==> config.mk <==
export PLATFORM = sky130hd
export DESIGN_NAME = addressable_led_bit_encoder_core
export DESIGN_NICKNAME = d
export VERILOG_FILES = /design/src/rtl/led_enc_pkg.sv /design/src/rtl/addressable_led_bit_encoder_core.sv /design/src/rtl/led_enc_front.sv /design/src/rtl/led_enc_queue.sv /design/src/rtl/led_enc_back.sv
export SDC_FILE = /design/constraint.sdc
export NUM_CORES = 1
export LEC_CHECK = 0
export BUFFER_PORTS_ARGS = -buffer_cell sky130_fd_sc_hd__buf_2
export CAP_MARGIN = 20
export CORE_ASPECT_RATIO = 1.2
export CORE_MARGIN = 2
export CORE_UTILIZATION = 37
export CTS_CLUSTER_SIZE = 8
export DETAILED_ROUTE_END_ITERATION = 12
export GPL_TIMING_DRIVEN = 0
export PLACE_DENSITY = 0.56
export SETUP_SLACK_MARGIN = 0.4
export SLEW_MARGIN = 20
export SYNTH_ARGS = -nofsm -noshare
export SYNTH_HDL_FRONTEND = slang
export SYNTH_SLANG_ARGS = --single-unit
==> constraint.sdc <==
create_clock -name clock -period 5.5 [get_ports clock]
set_input_delay 0.55 -clock clock [delete_from_list [all_inputs] [get_ports clock]]
set_output_delay 0.55 -clock clock [all_outputs]
set_load 0.1 [all_outputs]
==> src/rtl/led_enc_pkg.sv <==
// ----------------------------------------------------------------------------
// led_enc_pkg
// Shared types and constants of the addressable LED bit encoder.
// ----------------------------------------------------------------------------
package led_enc_pkg;

   localparam int TimeW  = 10;
   localparam int GapW   = 16;
   localparam int CountW = 11;
   localparam int ByteW  = 8;

   localparam logic [TimeW-1:0] TIMER_MAX = 10'h3FF;

   // register map, index = byte address / 4
   localparam logic [2:0] REG_HIGH_ZERO = 3'd0;
   localparam logic [2:0] REG_HIGH_ONE  = 3'd1;
   localparam logic [2:0] REG_PERIOD    = 3'd2;
   localparam logic [2:0] REG_GAP       = 3'd3;
   localparam logic [2:0] REG_LED_COUNT = 3'd4;

   localparam logic [TimeW-1:0]  RST_HIGH_ZERO = 10'd24;
   localparam logic [TimeW-1:0]  RST_HIGH_ONE  = 10'd48;
   localparam logic [TimeW-1:0]  RST_PERIOD    = 10'd100;
   localparam logic [GapW-1:0]   RST_GAP       = 16'd4000;
   localparam logic [CountW-1:0] RST_LED_COUNT = 11'd0;

   typedef enum logic {
      OP_TICK = 1'b0,
      OP_PUSH = 1'b1
   } op_type;

   typedef struct packed {
      op_type           op;
      logic [ByteW-1:0] data;
   } word_type;

   typedef struct packed {
      logic full;
      logic empty;
   } queue_status_type;

   typedef struct packed {
      logic [TimeW-1:0]  high_zero;
      logic [TimeW-1:0]  high_one;
      logic [TimeW-1:0]  period;
      logic [GapW-1:0]   gap;
      logic [CountW-1:0] led_count;
   } cfg_type;

endpackage

==> src/rtl/addressable_led_bit_encoder_core.sv <==
// ----------------------------------------------------------------------------
// addressable_led_bit_encoder_core
// Serial encoder for one addressable LED data line, driven by a word stream.
// ----------------------------------------------------------------------------
// Usage:
//   Request words carry an operation: a tick advances the bit timing by one
//   clock of the line, a push offers one color byte to the one-byte buffer.
//   Every request word yields exactly one response word with the line level,
//   buffer-empty flag, push status, frame-active flag and underrun flag.
//   A request word passes the input stage, a queue slot and the response
//   register. Throughput: one word per clock while rsp_stall is low; the
//   input stage, the queue and the bit engine each move a word every clock.
//   Stall: when rsp_stall holds the response register, the engine stops and
//   the queue fills; req_stall rises once the queue and the input stage are
//   both full. No word is lost or repeated.
//   Reset: synchronous, active high; the line is idle, the buffer empty, the
//   gap already met and the registers return to their defaults.
//   Registers sit on the APB port at byte address 4 * index and are to be
//   written only while no words are in flight.
// ----------------------------------------------------------------------------
module addressable_led_bit_encoder_core import led_enc_pkg::*; #(
   parameter int BYTES_PER_PIXEL = 3,
   parameter int MAX_LEDS        = 1024,
   parameter int QUEUE_DEPTH     = 4
) (
   input  logic             clock,
   input  logic             reset,
   // request words
   input  logic             req_valid,
   output logic             req_stall,
   input  logic             req_operation,
   input  logic [ByteW-1:0] req_pixel_byte,
   // response words
   output logic             rsp_valid,
   input  logic             rsp_stall,
   output logic             rsp_line_level,
   output logic             rsp_accepts_byte,
   output logic             rsp_byte_taken,
   output logic             rsp_frame_active,
   output logic             rsp_underrun,
   // register port
   input  logic             csr_psel,
   input  logic             csr_penable,
   input  logic             csr_pwrite,
   input  logic [4:0]       csr_paddr,
   input  logic [31:0]      csr_pwdata,
   output logic [31:0]      csr_prdata,
   output logic             csr_pready
);

   cfg_type          cfg_ff, cfg_in;
   logic             cfg_write;
   logic [2:0]       reg_index;
   queue_status_type q_status;
   logic             q_push, q_pop;
   word_type         push_word, pop_word;

   // register port: no wait states, write on the access phase
   assign csr_pready = 1'b1;
   assign reg_index  = csr_paddr[4:2];
   assign cfg_write  = csr_psel & csr_penable & csr_pwrite;

   always_comb begin
      cfg_in = cfg_ff;
      if (cfg_write) begin
         case (reg_index)
            REG_HIGH_ZERO: cfg_in.high_zero = csr_pwdata[TimeW-1:0];
            REG_HIGH_ONE:  cfg_in.high_one  = csr_pwdata[TimeW-1:0];
            REG_PERIOD:    cfg_in.period    = csr_pwdata[TimeW-1:0];
            REG_GAP:       cfg_in.gap       = csr_pwdata[GapW-1:0];
            REG_LED_COUNT: cfg_in.led_count = csr_pwdata[CountW-1:0];
            default:       cfg_in = cfg_ff;
         endcase
      end
   end

   // read back: unused upper bits read as zero
   always_comb begin
      case (reg_index)
         REG_HIGH_ZERO: csr_prdata = 32'(cfg_ff.high_zero);
         REG_HIGH_ONE:  csr_prdata = 32'(cfg_ff.high_one);
         REG_PERIOD:    csr_prdata = 32'(cfg_ff.period);
         REG_GAP:       csr_prdata = 32'(cfg_ff.gap);
         REG_LED_COUNT: csr_prdata = 32'(cfg_ff.led_count);
         default:       csr_prdata = '0;
      endcase
   end

   always_ff @(posedge clock) begin
      if (reset) begin
         cfg_ff.high_zero <= RST_HIGH_ZERO;
         cfg_ff.high_one  <= RST_HIGH_ONE;
         cfg_ff.period    <= RST_PERIOD;
         cfg_ff.gap       <= RST_GAP;
         cfg_ff.led_count <= RST_LED_COUNT;
      end else begin
         cfg_ff <= cfg_in;
      end
   end

   // front: take and classify request words
   led_enc_front u_front (
      .clock          (clock),
      .reset          (reset),
      .req_valid      (req_valid),
      .req_stall      (req_stall),
      .req_operation  (req_operation),
      .req_pixel_byte (req_pixel_byte),
      .q_status       (q_status),
      .q_push         (q_push),
      .q_word         (push_word)
   );

   // decouple front and engine so each side can stall alone
   led_enc_queue #(
      .Depth (QUEUE_DEPTH)
   ) u_queue (
      .clock     (clock),
      .reset     (reset),
      .push      (q_push),
      .push_word (push_word),
      .pop       (q_pop),
      .pop_word  (pop_word),
      .status    (q_status)
   );

   // back: advance the line state and register the response word
   led_enc_back #(
      .BytesPerPixel (BYTES_PER_PIXEL),
      .MaxLeds       (MAX_LEDS)
   ) u_back (
      .clock            (clock),
      .reset            (reset),
      .cfg              (cfg_ff),
      .q_status         (q_status),
      .q_word           (pop_word),
      .q_pop            (q_pop),
      .rsp_valid        (rsp_valid),
      .rsp_stall        (rsp_stall),
      .rsp_line_level   (rsp_line_level),
      .rsp_accepts_byte (rsp_accepts_byte),
      .rsp_byte_taken   (rsp_byte_taken),
      .rsp_frame_active (rsp_frame_active),
      .rsp_underrun     (rsp_underrun)
   );

endmodule

==> src/rtl/led_enc_front.sv <==
// ----------------------------------------------------------------------------
// led_enc_front
// Input stage: take request words, classify them and hand them to the queue.
// ----------------------------------------------------------------------------
module led_enc_front import led_enc_pkg::*; (
   input  logic             clock,
   input  logic             reset,
   input  logic             req_valid,
   output logic             req_stall,
   input  logic             req_operation,
   input  logic [ByteW-1:0] req_pixel_byte,
   input  queue_status_type q_status,
   output logic             q_push,
   output word_type         q_word
);

   logic     valid_ff, valid_in;
   word_type word_ff, word_in;
   logic     accept;

   assign req_stall = valid_ff & q_status.full;
   assign accept    = req_valid & ~req_stall;
   assign q_push    = valid_ff & ~q_status.full;
   assign q_word    = word_ff;

   always_comb begin
      valid_in = valid_ff;
      word_in  = word_ff;
      if (accept) begin
         valid_in     = 1'b1;
         word_in.op   = (req_operation == OP_PUSH) ? OP_PUSH : OP_TICK;
         word_in.data = req_pixel_byte;
      end else if (q_push) begin
         valid_in = 1'b0;
      end
   end

   always_ff @(posedge clock) begin
      if (reset) begin
         valid_ff <= 1'b0;
      end else begin
         valid_ff <= valid_in;
      end
      word_ff <= word_in;
   end

endmodule

==> src/rtl/led_enc_queue.sv <==
// ----------------------------------------------------------------------------
// led_enc_queue
// Short FIFO between the input stage and the bit engine.
// ----------------------------------------------------------------------------
module led_enc_queue import led_enc_pkg::*; #(
   parameter int Depth = 4
) (
   input  logic             clock,
   input  logic             reset,
   input  logic             push,
   input  word_type         push_word,
   input  logic             pop,
   output word_type         pop_word,
   output queue_status_type status
);

   localparam int PtrW = (Depth > 1) ? $clog2(Depth) : 1;
   localparam int CntW = $clog2(Depth + 1);

   word_type            slot_ff [Depth];
   logic [PtrW-1:0]     wr_ptr_ff, wr_ptr_in;
   logic [PtrW-1:0]     rd_ptr_ff, rd_ptr_in;
   logic [CntW-1:0]     count_ff, count_in;

   assign status.full  = (count_ff == CntW'(Depth));
   assign status.empty = (count_ff == '0);
   assign pop_word     = slot_ff[rd_ptr_ff];

   always_comb begin
      wr_ptr_in = wr_ptr_ff;
      rd_ptr_in = rd_ptr_ff;
      count_in  = count_ff;
      if (push) begin
         wr_ptr_in = (wr_ptr_ff == PtrW'(Depth - 1)) ? '0 : wr_ptr_ff + 1'b1;
      end
      if (pop) begin
         rd_ptr_in = (rd_ptr_ff == PtrW'(Depth - 1)) ? '0 : rd_ptr_ff + 1'b1;
      end
      if (push && !pop) begin
         count_in = count_ff + 1'b1;
      end else if (pop && !push) begin
         count_in = count_ff - 1'b1;
      end
   end

   always_ff @(posedge clock) begin
      if (reset) begin
         wr_ptr_ff <= '0;
         rd_ptr_ff <= '0;
         count_ff  <= '0;
      end else begin
         wr_ptr_ff <= wr_ptr_in;
         rd_ptr_ff <= rd_ptr_in;
         count_ff  <= count_in;
      end
      if (push) begin
         slot_ff[wr_ptr_ff] <= push_word;
      end
   end

   a_no_overflow: assert property (@(posedge clock) disable iff (reset)
      status.full && !pop |-> !push)
      else $error("queue written while full");

   a_count_bound: assert property (@(posedge clock) disable iff (reset)
      count_ff <= CntW'(Depth))
      else $error("queue count beyond depth");

endmodule

==> src/rtl/led_enc_back.sv <==
// ----------------------------------------------------------------------------
// led_enc_back
// Bit engine: runs one word per cycle against the line state while a word
// is queued and the response register is free; registers the response word.
// ----------------------------------------------------------------------------
module led_enc_back import led_enc_pkg::*; #(
   parameter int BytesPerPixel = 3,
   parameter int MaxLeds       = 1024
) (
   input  logic             clock,
   input  logic             reset,
   input  cfg_type          cfg,
   input  queue_status_type q_status,
   input  word_type         q_word,
   output logic             q_pop,
   output logic             rsp_valid,
   input  logic             rsp_stall,
   output logic             rsp_line_level,
   output logic             rsp_accepts_byte,
   output logic             rsp_byte_taken,
   output logic             rsp_frame_active,
   output logic             rsp_underrun
);

   localparam int LedW  = $clog2(MaxLeds + 1);
   localparam int CmpW  = (LedW > CountW) ? LedW : CountW;
   localparam int ProdW = $clog2(MaxLeds * BytesPerPixel + 1);
   localparam int RemW  = (MaxLeds * BytesPerPixel > 2) ?
                          $clog2(MaxLeds * BytesPerPixel) : 1;

   logic [ByteW-1:0] shift_ff, shift_in;
   logic [3:0]       bits_left_ff, bits_left_in;
   logic [ByteW-1:0] buf_byte_ff, buf_byte_in;
   logic             buf_full_ff, buf_full_in;
   logic [RemW-1:0]  remain_ff, remain_in;
   logic [TimeW-1:0] timer_ff, timer_in;
   logic [TimeW-1:0] high_ff, high_in;
   logic [GapW-1:0]  gap_ff, gap_in;
   logic             sending_ff, sending_in;

   logic rsp_valid_ff, rsp_valid_in;
   logic line_ff, accepts_ff, taken_ff, active_ff, under_ff;
   logic taken, under;

   logic [CmpW-1:0]  count_ext, max_ext, leds_cmp;
   logic [LedW-1:0]  leds;
   logic [ProdW-1:0] frame_bytes;
   logic [GapW-1:0]  gap_dec;
   logic [TimeW-1:0] t_next;
   logic             last_bit;

   assign q_pop = ~q_status.empty & (~rsp_valid_ff | ~rsp_stall);

   assign count_ext   = CmpW'(cfg.led_count);
   assign max_ext     = CmpW'(MaxLeds);
   assign leds_cmp    = (count_ext > max_ext) ? max_ext : count_ext;
   assign leds        = LedW'(leds_cmp);
   assign frame_bytes = ProdW'(leds) * ProdW'(BytesPerPixel);
   assign gap_dec     = (gap_ff != '0) ? gap_ff - 1'b1 : gap_ff;
   assign t_next      = (timer_ff != TIMER_MAX) ? timer_ff + 1'b1 : timer_ff;
   assign last_bit    = (bits_left_ff == '0) && (remain_ff == '0);

   always_comb begin
      shift_in     = shift_ff;
      bits_left_in = bits_left_ff;
      buf_byte_in  = buf_byte_ff;
      buf_full_in  = buf_full_ff;
      remain_in    = remain_ff;
      timer_in     = timer_ff;
      high_in      = high_ff;
      gap_in       = gap_ff;
      sending_in   = sending_ff;
      taken        = 1'b0;
      under        = 1'b0;
      if (q_word.op == OP_PUSH) begin
         if (!buf_full_ff) begin
            buf_byte_in = q_word.data;
            buf_full_in = 1'b1;
            taken       = 1'b1;
         end
      end else if (!sending_ff) begin
         gap_in = gap_dec;
         if (gap_dec == '0 && leds != '0 && buf_full_ff) begin
            // frame start: load buffer and start its first bit
            buf_full_in  = 1'b0;
            remain_in    = RemW'(frame_bytes - 1'b1);
            sending_in   = 1'b1;
            high_in      = buf_byte_ff[ByteW-1] ? cfg.high_one : cfg.high_zero;
            shift_in     = {buf_byte_ff[ByteW-2:0], 1'b0};
            bits_left_in = 4'd7;
            timer_in     = '0;
         end
      end else if (last_bit && t_next >= high_ff) begin
         sending_in = 1'b0;
         timer_in   = '0;
         gap_in     = cfg.gap;
      end else if (!last_bit && t_next >= cfg.period && t_next >= high_ff) begin
         if (bits_left_ff != '0) begin
            high_in      = shift_ff[ByteW-1] ? cfg.high_one : cfg.high_zero;
            shift_in     = {shift_ff[ByteW-2:0], 1'b0};
            bits_left_in = bits_left_ff - 1'b1;
            timer_in     = '0;
         end else if (buf_full_ff) begin
            buf_full_in  = 1'b0;
            remain_in    = remain_ff - 1'b1;
            high_in      = buf_byte_ff[ByteW-1] ? cfg.high_one : cfg.high_zero;
            shift_in     = {buf_byte_ff[ByteW-2:0], 1'b0};
            bits_left_in = 4'd7;
            timer_in     = '0;
         end else begin
            timer_in = t_next;
            under    = 1'b1;
         end
      end else begin
         timer_in = t_next;
      end
   end

   always_comb begin
      if (q_pop) begin
         rsp_valid_in = 1'b1;
      end else if (rsp_stall) begin
         rsp_valid_in = rsp_valid_ff;
      end else begin
         rsp_valid_in = 1'b0;
      end
   end

   always_ff @(posedge clock) begin
      if (reset) begin
         shift_ff     <= '0;
         bits_left_ff <= '0;
         buf_byte_ff  <= '0;
         buf_full_ff  <= 1'b0;
         remain_ff    <= '0;
         timer_ff     <= '0;
         high_ff      <= '0;
         gap_ff       <= '0;
         sending_ff   <= 1'b0;
         rsp_valid_ff <= 1'b0;
      end else begin
         rsp_valid_ff <= rsp_valid_in;
         if (q_pop) begin
            shift_ff     <= shift_in;
            bits_left_ff <= bits_left_in;
            buf_byte_ff  <= buf_byte_in;
            buf_full_ff  <= buf_full_in;
            remain_ff    <= remain_in;
            timer_ff     <= timer_in;
            high_ff      <= high_in;
            gap_ff       <= gap_in;
            sending_ff   <= sending_in;
         end
      end
      if (q_pop) begin
         line_ff    <= sending_in & (timer_in < high_in);
         accepts_ff <= ~buf_full_in;
         taken_ff   <= taken;
         active_ff  <= sending_in;
         under_ff   <= under;
      end
   end

   assign rsp_valid        = rsp_valid_ff;
   assign rsp_line_level   = line_ff;
   assign rsp_accepts_byte = accepts_ff;
   assign rsp_byte_taken   = taken_ff;
   assign rsp_frame_active = active_ff;
   assign rsp_underrun     = under_ff;

   a_line_in_frame: assert property (@(posedge clock) disable iff (reset)
      rsp_valid_ff && line_ff |-> active_ff)
      else $error("line high outside a frame");

   a_idle_timer: assert property (@(posedge clock) disable iff (reset)
      !sending_ff |-> timer_ff == '0)
      else $error("bit timer running while idle");

   a_under_tick: assert property (@(posedge clock) disable iff (reset)
      rsp_valid_ff && under_ff |-> !taken_ff && active_ff && !line_ff)
      else $error("underrun flagged on a push or with line high");

endmodule

# == Yosys cells after proc, flatten, opt, wreduce, memory -nomap -nowiden ==
# Memory sizes are Yosys's and may differ from the RTL's. A register that Yosys moved wholly into a read port is not among the register bits.
# Index checks and enable logic that the tools add are counted.
# op_classes
addsub,9
n_mul,1
n_lt_le_gt_ge,4
eq_ne,15
muxes,64
n_bitwise,18
reduce_logical,32
# op_table
operator,count
2-to-1 mux 10 bit,17
case mux 16 bit (5 select lines),1
2-to-1 mux 12 bit,6
2-to-1 mux 16 bit,3
2-to-1 mux 8 bit,6
2-to-1 mux 4 bit,6
subtractor 12 x 1 -> 12 bit (second input constant),2
>= comparator 10 bit,2
2-to-1 mux 1 bit,18
zero test 16 bit,1
nonzero test 16 bit,1
subtractor 16 x 1 -> 16 bit (second input constant),1
zero test 12 bit,1
multiplier 11 x 2 -> 12 bit (second input constant),1
greater-than comparator 11 bit (second input constant),1
2-to-1 mux 11 bit,1
nonzero test 11 bit,1
adder 10 x 1 -> 10 bit (second input constant),1
less-than comparator 10 bit,1
inequality test 10 bit (second input constant),1
NOT 1 bit,10
AND reduction 2 bit,5
logical AND 1 bit,8
2-to-1 mux 2 bit,4
23 further kinds,44
# totals
regBits,150
ram_bits,36
out_inout_bits,40
wordCells,170
memories,1
# mem_list
name,words,word_bits,read_ports,rd_ports_with_merged_regs,wr,line,rtl
u_queue.slot_ff,4,9,1,1,1,led_enc_queue.sv:20,word_type slot_ff [Depth];

# == Longest topological paths before layout ==
# Gate-level depths: netlist of run 1.
# logic_depth
depth_word,11
ltp_mapped,30
ltp_nobuf,25

# == Cells and area by module ==
# A second synthesis of run 1 with hierarchy kept.
# hier_totals
cells_unflattened,1226
area_unflattened_um2,11339.6
# by_module_without_submodules
mod,n_inst,cells_each,area_per_inst_um2,seq_area_each_um2
led_enc_back,1,810,6301.0,1551.5
addressable_led_bit_encoder_core,1,310,2972.9,1141.1
led_enc_queue,1,91,1740.4,1261.2
led_enc_front,1,15,325.3,290.3

# == Least setup slack after synthesis of run 1 ==
# No wires, ideal clock.
# synth_path
kind,reg-to-reg
start,reg u_back.timer_ff[3]
end,"reg u_back.line_ff, in the netlist u_back.rsp_line_level (data pin)"
arrival_ns,5.419
path_slack_ns,-0.076
stages_incl_launch_ff,31
path_buffers,5
synth_period_minus_slack_ns,5.576
cell_sequence,dfxtp_1 clkbuf_1 inv_1 nor3_1 nand3_1 or2_2 clkbuf_1 nand4_1 or2_2 clkbuf_1 xnor2_1 ha_1 o21a_1 o21ai_0 and2_1 nor3_1 and3_1 clkbuf_1 a21oi_2 buf_6 a22oi_1 a22oi_1 ha_1 a21o_1 a21o_1 a21o_1 a21o_1 a211oi_1 o21a_1 o211ai_1 nor3_1
# synth_between
elab_chain_cells,11
word_cells_on_any_way,24
cone_classes,add/sub: 1; order compare: 3; eq/ne: 1; mux: 15; bitwise: 1; reduce/logical: 3
# synth_rtl
element,line,rtl
start: declaration,led_enc_back.sv:36,"logic [TimeW-1:0] timer_ff, timer_in;"
start signal: assignment,led_enc_back.sv:149,timer_ff <= timer_in;
adder 10 x 1 -> 10 bit or inequality test 10 bit (tied branches),led_enc_back.sv:60,assign t_next = (timer_ff != TIMER_MAX) ? timer_ff + 1'b1 : timer_ff;
2-to-1 mux 10 bit,led_enc_back.sv:60,
>= comparator 10 bit,led_enc_back.sv:97,end else if (!last_bit && t_next >= cfg.period && t_next >= high_ff) begin
logical AND 1 bit (2 in a row),led_enc_back.sv:97,
2-to-1 mux 10 bit,led_enc_back.sv:97,
2-to-1 mux 10 bit,led_enc_back.sv:93,end else if (last_bit && t_next >= high_ff) begin
2-to-1 mux 10 bit,led_enc_back.sv:81,end else if (!sending_ff) begin
2-to-1 mux 10 bit,led_enc_back.sv:75,if (q_word.op == OP_PUSH) begin
less-than comparator 10 bit,led_enc_back.sv:156,line_ff <= sending_in & (timer_in < high_in);
AND 1 bit (*),led_enc_back.sv:156,
end signal: assignment,led_enc_back.sv:156,
end: declaration,led_enc_back.sv:42,"logic line_ff, accepts_ff, taken_ff, active_ff, under_ff;"
# Mark *: on every way between the ends. The rest lies on a longest branch, timed or not.
# A chain may end at the register's enable or synchronous reset.

# == Worst setup path in the final report of run 1 ==
# Ends and elaborated chain as after synthesis.

==> results of run 1 <==
==> through the flow <==
step                hold slack (ns)  power, mW  worst slack, ns  std cells  area [sq um]
finish                       0.2685      5.750           0.2849       1786         13160
global route                 0.2512      6.124        -0.005364       1786         13160
CTS                          0.2533      5.753           0.3950       1781         13100
detailed placement           0.4515      4.360          -0.5503       1727         11960
global placement             0.4422      4.339          -0.4817       1726         11950
floorplan                    0.4293      3.727           0.4206       1282         11190
==> worst max-delay path: cells and delay by family, from the launching register on <==
kind | cells | cell delay (ns)
AO/OA/AOI/OAI | 7 | 0.96
XOR/XNOR | 1 | 0.22
adder cells (fa/ha/maj) | 2 | 0.63
buffers and inverters | 7 | 0.88
flip-flops | 1 | 0.34
AND/OR/NAND/NOR | 12 | 1.93
==> power by group <==
part	internal [mW]	switching, mW	leakage (nW)	total, mW
Clock	0.661	0.649	0.298	1.31
Combinational	0.955	1.77	3.34	2.73
Sequential	1.58	0.129	1.58	1.71
Total	3.20	2.55	5.22	5.75
==> kinds of logic after synthesis <==
logic type                 Yosys count  share of synthesized area (%)
other                                2                        0.06759
AOI/OAI and AO/OA                  301                          17.69
adders and majority gates           61                          6.937
xor gates and xnor gates            19                          1.498
buffers and inverters              159                          6.261
muxes                              108                          10.79
and+or+nand+nor                    430                          18.56
DFF                                187                          38.20
==> flip-flops by register name (all words and copies together), names as in the netlist, 2 cells and up, named ones only <==
register and cells:
u_queue.rd_ptr_ff 2, u_back.shift_ff 7, u_queue.slot_ff 36, u_back.timer_ff 10, cfg_ff 57, u_queue.wr_ptr_ff 2, u_back.buf_byte_ff 8, u_back.bits_left_ff 4
u_back.high_ff 10, u_front.q_word 9, u_back.remain_ff 12, u_back.gap_ff 16, u_queue.count_ff 3
==> layout make-up <==
class,count,area [sq um]
buffer,96,528.0
clock buffer,17,425.4
clock inverter,15,193.9
fill,2916,16450
inverter,63,236.5
multi-input combinational,936,6541
sequential,187,4253
tap,390,488.0
timing repair buffer,82,494.2
==> layer usage <==
metal,global-route usage (%),vias to the layer above
met1,27.10,4761
met4,8.391,0
met2,39.24,258
met5,0,-
met3,3.080,63
li1,-,4778
==> layout by cell type (no fill, tap or decap), types with 44 or more instances in the layout <==
cell type and count:
inv_1 59, clkbuf_1 58, mux2i_1 85, nand2_1 159, dfxtp_1 132, o21ai_0 65, ha_1 54, nor2_1 110
edfxtp_1 50, buf_2 59, buf_4 44, a21oi_1 87
==> how the worst max path moves through the flow <==
| stage | startpoint | endpoint | slack [ns] | cells past startpoint |
|---|---|---|---|---|
| after floorplan | u_back.timer_ff[3]$_SDFFE_PP0P_ | u_back.rsp_line_level$_DFFE_PP_ | 0.42 | 29 |
| after global placement | u_back.timer_ff[3]$_SDFFE_PP0P_ | u_back.rsp_line_level$_DFFE_PP_ | -0.48 | 28 |
| after detailed placement | u_back.timer_ff[3]$_SDFFE_PP0P_ | u_back.rsp_line_level$_DFFE_PP_ | -0.55 | 28 |
| after CTS | u_back.timer_ff[5]$_SDFFE_PP0P_ | u_back.rsp_line_level$_DFFE_PP_ | 0.40 | 29 |
| after global routing | u_back.timer_ff[5]$_SDFFE_PP0P_ | u_back.rsp_line_level$_DFFE_PP_ | -0.005 | 30 |
| final | u_back.timer_ff[3]$_SDFFE_PP0P_ | u_back.rsp_line_level$_DFFE_PP_ | 0.28 | 29 |
==> repair_timing <==
item	in CTS	in global routing
endpoints found under the setup margin	1	1
gates resized for setup	74	5
pin swaps	33	13
setup buffers	22	5
==> synthesized netlist by cell type, drive strengths merged (5+ instances only) <==
| cell type | n | area share (%) |
|---|---|---|
| o31ai | 13 | 0.92 |
| inv | 62 | 2.1 |
| a22o | 9 | 0.71 |
| nor4b | 5 | 0.39 |
| a21oi | 91 | 4.1 |
| nand2b | 14 | 0.79 |
| xnor2 | 11 | 0.87 |
| o211ai | 9 | 0.61 |
| dfxtp | 137 | 25 |
| o21ai | 71 | 3.2 |
| or4 | 5 | 0.34 |
| mux2i | 86 | 7.7 |
| mux4 | 8 | 1.6 |
| o21a | 8 | 0.54 |
| or2 | 7 | 0.39 |
| o32ai | 11 | 0.87 |
| and3 | 12 | 0.68 |
| nor2b | 6 | 0.34 |
| xor2 | 8 | 0.63 |
| and2 | 10 | 0.56 |
| ha | 60 | 6.8 |
| o311a | 6 | 0.54 |
| nand3 | 28 | 1.3 |
| buf | 30 | 1.9 |
| nor2 | 113 | 3.9 |
| a22oi | 7 | 0.47 |
| nand4 | 9 | 0.51 |
| a221oi | 6 | 0.47 |
| mux2 | 14 | 1.4 |
| a211oi | 11 | 0.79 |
| clkbuf | 66 | 2.2 |
| a21o | 8 | 0.54 |
| edfxtp | 50 | 14 |
| nor4 | 14 | 1.2 |
| or3 | 11 | 0.62 |
| nand2 | 159 | 5.4 |
| nor3 | 23 | 1.0 |
| o22ai | 20 | 1.1 |
==> metrics.csv, run 1 <==
metric;value;unit
status;finished, final reports clean;
clk_latency;0.46;ns
finalCoreUtilization;44.44;%
fin_skew;0.01648;ns
slew_headroom;34.11;%
p_leak;5.218;nW
max_freq;191.8;MHz
holdCritPathClass;input port to register;
drv_cap;0;
area_growth;18.45;%
period_minus_slack;5.215;ns
vdd_drop_max;0.3231;mV
synth_edf_count;50;
rsz0062_at_grt;yes;
syn_area_per_cell;8.769;sq um
yosys_warnings;0;
hold_depth;1;
globalRouteTotalUtil;22.15;%
topRoutingLayerUsed;met4;
via_per_inst;5.521;
coreArea;0.02961;sq mm
first_iter_violations;658;
num_antenna_cells;0;
post-route-drc-count;0;
routed_wl;34370;um
dr_wl_met3;1480;um
startpoint_type;register;
yosys_most_used_dff;dfxtp_1;
die-area;0.03144;sq mm
maxSlewViolCount;0;
root_buffer;clkbuf_16;
r2r_setup_slack;0.28;ns
antenna_found_initial;0;
hold_buffers;0;
htree_levels;4;
worstSetupEndpointType;register;
setup_viol;0;
worstPathRequired;5.69;ns
tightest_slew;0.9874;ns
synth_cell_types;81;
fp-row-count;69;
io-pin-count;93;
wl_per_cell;19.24;um
cts_sinks;187;
drt-met1-wl;14290;um
die_y;193.8;um
die_w;162.2;um
routed-via-count;9860;
reg2reg_depth;29;
clk_path_buf_depth;2;
grt_pass1_wl;53960;um
grt_overflow;0;
worstPathArrival;5.41;ns
rr_startpoint;u_back.timer_ff[3]$_SDFFE_PP0P_;
reg2reg_to;u_back.rsp_line_level$_DFFE_PP_;
drive_gt1_share;17.41;%
wl_met2;17460;um
async_reset_ff_share;0;%
min_from;req_pixel_byte[3];
port_buffers;54;
slowest_stage;dfxtp_1;
final_nets;1497;
cp_max_fo;7;
hold_end;u_front.q_word[3]$_DFFE_PP_;
synth-seq-cells;187;
synthCells;1267;
synth-seq-area-share;38.20;%
cts_tree;done;
first_pass_iters;5;
routabilityCongestion;0.8806;
cts_buffers;17;
initial_utilization;37.52;%
critPathKind;register to register;
finalSetupTns;0;ns
grt_pass1_vias;9477;
dp_hpwl;25340;um
hold_viol;0;
netlist_area;0.01111;sq mm
grt_max_degree;21;
cellPowerDensity;437.0;mW/mm^2
critPathMaxStageDelay;0.34;ns
clk_pin_slew;0.08;ns
fin_crit_sh;94.82;%
drtAntennaViolNets;0;
(Power assumes the default switching activity.)
==> inputs of run 2 (changes only) <==
--- a/config.mk
+++ b/config.mk
@@ -5,10 +5,10 @@
 export SDC_FILE = /design/constraint.sdc
 export NUM_CORES = 1
 export LEC_CHECK = 0
+export ABC_AREA = 1
 export BUFFER_PORTS_ARGS = -buffer_cell sky130_fd_sc_hd__buf_2
-export CAP_MARGIN = 20
+export CAP_MARGIN = 10
 export CORE_ASPECT_RATIO = 1.2
-export CORE_MARGIN = 2
 export CORE_UTILIZATION = 37
 export CTS_CLUSTER_SIZE = 8
 export DETAILED_ROUTE_END_ITERATION = 12
==> metrics.csv, run 2 <==
metric;value;unit;change
reg2reg_depth;26;;-10%
clk_path_buf_depth;2;;unchanged
fin_ws;0.8117;ns;+0.5268 ns
io-pin-count;93;;unchanged
synthCells;1501;;+18%
pre_cts_ws;0.01866;ns;+0.5690 ns
routed_wl;33620;um;-2.2%
fp-row-count;68;;-1.4%
routed-via-count;10291;;+4.4%
multi_input_area;0.005798;sq mm;-11%
final_area;0.01256;sq mm;-4.6%
cellPowerDensity;545.5;mW/mm^2;+25%
initial_utilization;37.91;%;+0.39 points
synth_edf_count;50;;unchanged
yosys.area.top_type;dfxtp_1;;
fin_crit_sh;85.24;%;-9.6 points
seq_power_share;27.6;%;-2.2 points
area_growth;14.20;%;
hold_slack;0.2623;ns;-0.006251 ns
synth-seq-area-share;38.59;%;+0.39 points
final_cell_mix;nand2_1 (261), nor2_1 (196), o21ai_0 (190), inv_1 (178), dfxtp_1 (136);;
p_sw;3.418;mW;+34%
finalSetupTns;0;ns;unchanged
p_comb_share;53.0;%;+5.6 points
post-route-drc-count;0;;unchanged
post-place-cells;1957;;+13%
critPathMaxStageDelay;0.40;ns;+0.06 ns
p_leak;5.572;nW;+6.8%
first_iter_violations;647;;-1.7%
routabilityCongestion;0.8694;;-1.3%
cp_max_fo;7;;unchanged
path_depth;26;;-10%
slew_headroom;34.36;%;+0.25 points
power.internal;3.433;mW;+7.3%
coreArea;0.02901;sq mm;-2.0%
antenna_found_initial;0;;unchanged
synth_most_common_cell;nand2_1;;
vdd_drop_max;0.2256;mV;-30%
wl_per_cell;16.86;um;-12%
drive_gt1_share;10.57;%;-6.8 points
yosys_most_used_dff;dfxtp_1;;
die_w;159.4;um;-1.7%
cpLargestDelayFamily;simple AND/OR/NAND/NOR gates;;
first_pass_iters;6;;+1
synthTopCellsByCount;nand2_1 (263), nor2_1 (197), o21ai_0 (193);;
syn_area_per_cell;7.327;sq um;-16%
clk_pin_slew;0.08;ns;about the same
grt_pass1_wl;53060;um;-1.7%
globalRouteTotalUtil;22.52;%;+0.37 points
finalPower;6.851;mW;+19%
cts_tree;done;;
die_y;190.9;um;-1.5%
worstPathArrival;4.99;ns;-0.42 ns
fillers;2975;;+2.0%
num_antenna_cells;0;;unchanged
clk_latency;0.46;ns;about the same
stdcell_count;1994;;+12%
hold_buffers;0;;unchanged
critPathKind;register to register;;
p_sw_share;49.89;%;+5.5 points
final_nets;1710;;+14%
die-area;0.03042;sq mm;-3.2%
cts_sinks;187;;unchanged
rsz0062_at_grt;no;;
maxSlewViolCount;0;;unchanged
holdCritPathClass;input port to register;;
fin_skew;0.01696;ns;+0.0004749 ns
async_reset_ff_share;0;%;unchanged
period_minus_slack;4.688;ns;-0.5268 ns
drtAntennaViolNets;0;;unchanged
root_buffer;clkbuf_16;;
yosys_warnings;0;;unchanged
status;finished, final reports clean;;
clockPowerShare;19.4;%;-3.4 points
crit_buf_inv;5;;-2
layout_commonest_cell;nand2_1;;
htree_levels;4;;unchanged
hold_viol;0;;unchanged
worstPathRequired;5.80;ns;+0.11 ns
grt_max_degree;24;;+14%
startpoint_type;register;;
grt_overflow;0;;unchanged
synth_area_leaders;dfxtp_1 (25%), edfxtp_1 (14%), nand2_1 (9.0%);;
hold_depth;1;;unchanged
grt_pass1_vias;9768;;+3.1%
worstSetupEndpointType;register;;
top_regs;cfg_ff (57), u_queue.slot_ff (36), u_back.gap_ff (16);;
cts_buffers;17;;unchanged
dpl_cell_area;0.01182;sq mm;-1.2%
setup_viol;0;;unchanged
port_buffers;56;;+3.7%
largest_reg_flops;57;;unchanged
synth-seq-cells;187;;unchanged
netlist_area;0.01100;sq mm;-1.0%
max_flop_register;cfg_ff;;
max_freq;213.3;MHz;+11%
tightest_slew;0.9846;ns;-0.002731 ns
slowest_stage;dfxtp_1;;
synth_top_area_share;24.94;%;+0.25 points
seq_area;0.004248;sq mm;-0.12%
via_per_inst;5.161;;-6.5%
drv_cap;0;;unchanged
synth_cell_types;53;;-35%
dp_hpwl;26230;um;+3.5%
finalCoreUtilization;43.29;%;-1.2 points
-- run 2: changes by cell type after synthesis, sizes merged, moves of 17 or more --
cell | before | now
o21ai | 71 | 201
inv | 62 | 181
nand2 | 159 | 271
nor2 | 113 | 210
mux2i | 86 | 0
a31oi | 0 | 24
nand3 | 28 | 51
clkbuf | 66 | 45
o22ai | 20 | 1
a21oi | 91 | 108
-- run 2: final cells by class --
type                            count  area share [%]
Tap cell                          385           3.835
Timing Repair Buffer               61           2.530
Multi-Input combinational cell   1069           46.16
Sequential cell                   187           33.82
Inverter                          187           5.619
Clock buffer                       17           3.387
Buffer                             73           2.969
Clock inverter                     15           1.674
-- run 2: per-layer routing --
| metal | routed length, um | track usage, % |
|---|---|---|
| met1 | 14040 | 25.67 |
| met2 | 16970 | 42.09 |
| met3 | 1451 | 2.740 |
| met4 | 1161 | 9.800 |
| met5 | 0 | 0 |
-- run 2: repair_timing --
item                       4_1_cts  5_1_grt
setup buffers                    0        5
pin swaps                        0        7
setup endpoints to repair        1        1
resized for setup                7       13
-- run 2: power groups by stage --
stage | clock (mW) | sequential [mW] | combinational [mW]
after floorplan | 0 | 2.00 | 2.53
after global placement | 0 | 1.91 | 3.48
after detailed placement | 0 | 1.91 | 3.53
after CTS | 1.35 | 1.88 | 3.56
after global routing | 1.40 | 1.92 | 4.08
final | 1.33 | 1.89 | 3.63
-- run 2: logic make-up after synthesis --
family	Yosys count	share of synthesized area [%]
other cells	2	0.06828
flops	187	38.59
fa+ha+maj	61	7.008
buf+inv	260	9.784
xor+xnor	16	1.274
compound gates	402	20.66
simple gates	573	22.62
-- run 2: worst paths after layout --
path         slack (ns)                                from                               to
min                0.26                   req_pixel_byte[5]      u_front.q_word[5]$_DFFE_PP_
max                0.81     u_back.timer_ff[1]$_SDFFE_PP0P_  u_back.rsp_line_level$_DFFE_PP_
max reg2reg        0.81     u_back.timer_ff[1]$_SDFFE_PP0P_  u_back.rsp_line_level$_DFFE_PP_
min reg2reg        0.48  u_back.buf_byte_ff[0]$_SDFFE_PP0P_  u_back.shift_ff[1]$_SDFFE_PP0P_
==> inputs of run 3 (changes only) <==
--- a/config.mk
+++ b/config.mk
@@ -13,7 +13,7 @@
 export CTS_CLUSTER_SIZE = 8
 export DETAILED_ROUTE_END_ITERATION = 12
 export GPL_TIMING_DRIVEN = 0
-export PLACE_DENSITY = 0.56
+export PLACE_DENSITY = 0.54
 export SETUP_SLACK_MARGIN = 0.4
 export SLEW_MARGIN = 20
 export SYNTH_ARGS = -nofsm -noshare
==> constraint.sdc (replaced) <==
create_clock -name clock -period 4.6 [get_ports clock]
set_input_delay 0.46 -clock clock [delete_from_list [all_inputs] [get_ports clock]]
set_output_delay 0.46 -clock clock [all_outputs]
set_load 0.1 [all_outputs]
==> metrics.csv, run 3 (synthesis results as in run 2) <==
metric;value;unit;change
routed-via-count;10406;;+1.1%
routabilityCongestion;0.8924;;+2.6%
largest_reg_flops;57;;unchanged
routed_wl;34640;um;+3.0%
drive_gt1_share;13.85;%;+3.3 points
dp_hpwl;26360;um;+0.51%
globalRouteTotalUtil;23.06;%;+0.54 points
fin_ws;0.1689;ns;-0.6428 ns
p_sw_share;49.33;%;-0.56 points
finalSetupTns;0;ns;unchanged
r2r_setup_slack;0.17;ns;-0.64 ns
first_iter_violations;663;;+2.5%
worstSetupEndpointType;register;;
coreArea;0.02901;sq mm;unchanged
finalCoreUtilization;44.56;%;+1.3 points
final_area;0.01293;sq mm;+2.9%
wl_per_cell;17.23;um;+2.2%
die-area;0.03042;sq mm;unchanged
htree_levels;4;;unchanged
critPathKind;register to register;;
dpl_cell_area;0.01182;sq mm;unchanged
startpoint_type;register;;
fin_crit_sh;96.33;%;+11 points
antenna_found_initial;1;;+1
clk_path_buf_depth;2;;unchanged
reg2reg_to;u_back.rsp_line_level$_DFFE_PP_;;
holdCritPathClass;input port to register;;
p_leak;5.667;nW;+1.7%
drv_cap;0;;unchanged
grt_pass1_wl;53920;um;+1.6%
cts_buffers;17;;unchanged
port_buffers;56;;unchanged
seq_power_share;26.5;%;-1.1 points
grt_max_degree;22;;-8.3%
maxSlewViolCount;0;;unchanged
reg2reg_depth;27;;+3.8%
hold_viol;0;;unchanged
tightest_slew;0.9081;ns;-0.07656 ns
status;finished, final reports clean;;
period_minus_slack;4.431;ns;-0.2572 ns
vdd_drop_max;0.2792;mV;+24%
clk_latency;0.45;ns;about the same
cp_max_fo;6;;-1
setup_viol;0;;unchanged
hold_depth;1;;unchanged
slew_headroom;39.46;%;+5.1 points
layout_commonest_cell;nand2_1;;
initial_utilization;37.91;%;unchanged
p_sw;4.210;mW;+23%
cellPowerDensity;660.2;mW/mm^2;+21%
final_cell_mix;nand2_1 (257), nor2_1 (193), o21ai_0 (186), inv_1 (174), dfxtp_1 (133);;
die_w;159.4;um;unchanged
cts_sinks;187;;unchanged
p_comb_share;55.1;%;+2.1 points
clockPowerShare;18.4;%;-1.0 points
hold_slack;0.1835;ns;-0.07880 ns
worstPathRequired;4.89;ns;-0.91 ns
fin_skew;0.01412;ns;-0.002831 ns
drtAntennaViolNets;0;;unchanged
rsz0062_at_grt;yes;;
power.internal;4.325;mW;+26%
root_buffer;clkbuf_16;;
slowest_stage;dfxtp_4;;
num_antenna_cells;0;;unchanged
first_pass_iters;5;;-1
top_regs;cfg_ff (57), u_queue.slot_ff (36), u_back.gap_ff (16);;
grt_pass1_vias;9873;;+1.1%
die_y;190.9;um;unchanged
io-pin-count;93;;unchanged
hold_end;u_front.q_word[6]$_DFFE_PP_;;
post-route-drc-count;0;;unchanged
final_nets;1726;;+0.94%
hold_buffers;0;;unchanged
fp-row-count;68;;unchanged
grt_overflow;0;;unchanged
clk_pin_slew;0.08;ns;about the same
area_growth;17.55;%;
via_per_inst;5.177;;+0.31%
rr_startpoint;u_back.timer_ff[0]$_SDFFE_PP0P_;;
pre_cts_ws;-0.6559;ns;-0.6746 ns
max_flop_register;cfg_ff;;
min_from;req_pixel_byte[6];;
worstPathArrival;4.72;ns;-0.27 ns
critPathMaxStageDelay;0.38;ns;-0.02 ns
max_freq;225.7;MHz;+5.8%
cts_tree;done;;
==> run 3: critical path, delay by kind of cell (launching register included) <==
kind / cells / cell delay, ns
and+or+nand+nor: 9 / 1.17
AOI/OAI and AO/OA: 8 / 1.18
buffers and inverters: 6 / 0.62
DFF: 1 / 0.38
xor gates and xnor gates: 1 / 0.23
adders and majority gates: 3 / 0.69
==> run 3: worst max-delay path by stage <==
| stage | startpoint | endpoint | slack (ns) | cells after the start |
|---|---|---|---|---|
| final | u_back.timer_ff[0]$_SDFFE_PP0P_ | u_back.rsp_line_level$_DFFE_PP_ | 0.17 | 27 |
| after global routing | u_back.timer_ff[0]$_SDFFE_PP0P_ | u_back.rsp_line_level$_DFFE_PP_ | -0.13 | 27 |
| after CTS | u_back.timer_ff[5]$_SDFFE_PP0P_ | u_back.rsp_line_level$_DFFE_PP_ | 0.19 | 27 |
| after detailed placement | u_back.timer_ff[0]$_SDFFE_PP0P_ | u_back.rsp_line_level$_DFFE_PP_ | -0.66 | 24 |
| after global placement | u_back.timer_ff[0]$_SDFFE_PP0P_ | u_back.rsp_line_level$_DFFE_PP_ | -0.62 | 24 |
| after floorplan | u_back.timer_ff[0]$_SDFFE_PP0P_ | u_back.rsp_line_level$_DFFE_PP_ | 0.44 | 25 |
==> run 3: what timing repair did <==
action                                  in CTS  in global routing
setup buffers                                9                 11
pin swaps                                    7                 21
gates cloned                                 1                  0
endpoints found under the setup margin      26                 18
resized for setup                           30                 40
endpoints found under the hold margin        0                  0
==> run 3: area by class of cell <==
| class | count | area (sq um) |
|---|---|---|
| fillers | 2955 | 16080 |
| multi-input cells | 1069 | 6051 |
| flip-flops and latches | 187 | 4252 |
| inverters | 187 | 708.2 |
| well taps | 385 | 481.7 |
| repair buffers | 76 | 430.4 |
| clock buffers | 17 | 425.4 |
| plain buffers | 73 | 372.9 |
| clock inverters | 15 | 202.7 |
| repair inverters | 1 | 5.005 |
==> run 3: power by group through the flow <==
stage	clock, mW	combinational [mW]	sequential [mW]
floorplan	0	3.03	2.40
global placement	0	4.19	2.28
detailed placement	0	4.23	2.28
CTS	1.60	4.41	2.25
global route	1.66	5.26	2.30
finish	1.57	4.71	2.26
==> run 3: layer usage <==
metal	share of wire [%]	global-route usage [%]	wire length, um
met5	0	0	0
met4	3.5	8.802	1213
met3	3.9	2.914	1340
met2	51	42.85	17550
met1	42	26.87	14540
==> run 3: per-stage QoR <==
step | std cells | power [mW]
3_5_place_dp | 1957 | 6.515
5_1_grt | 2010 | 9.216
3_3_place_gp | 1957 | 6.467
4_1_cts | 1999 | 8.259
6_report | 2010 | 8.536
2_1_floorplan | 1516 | 5.427
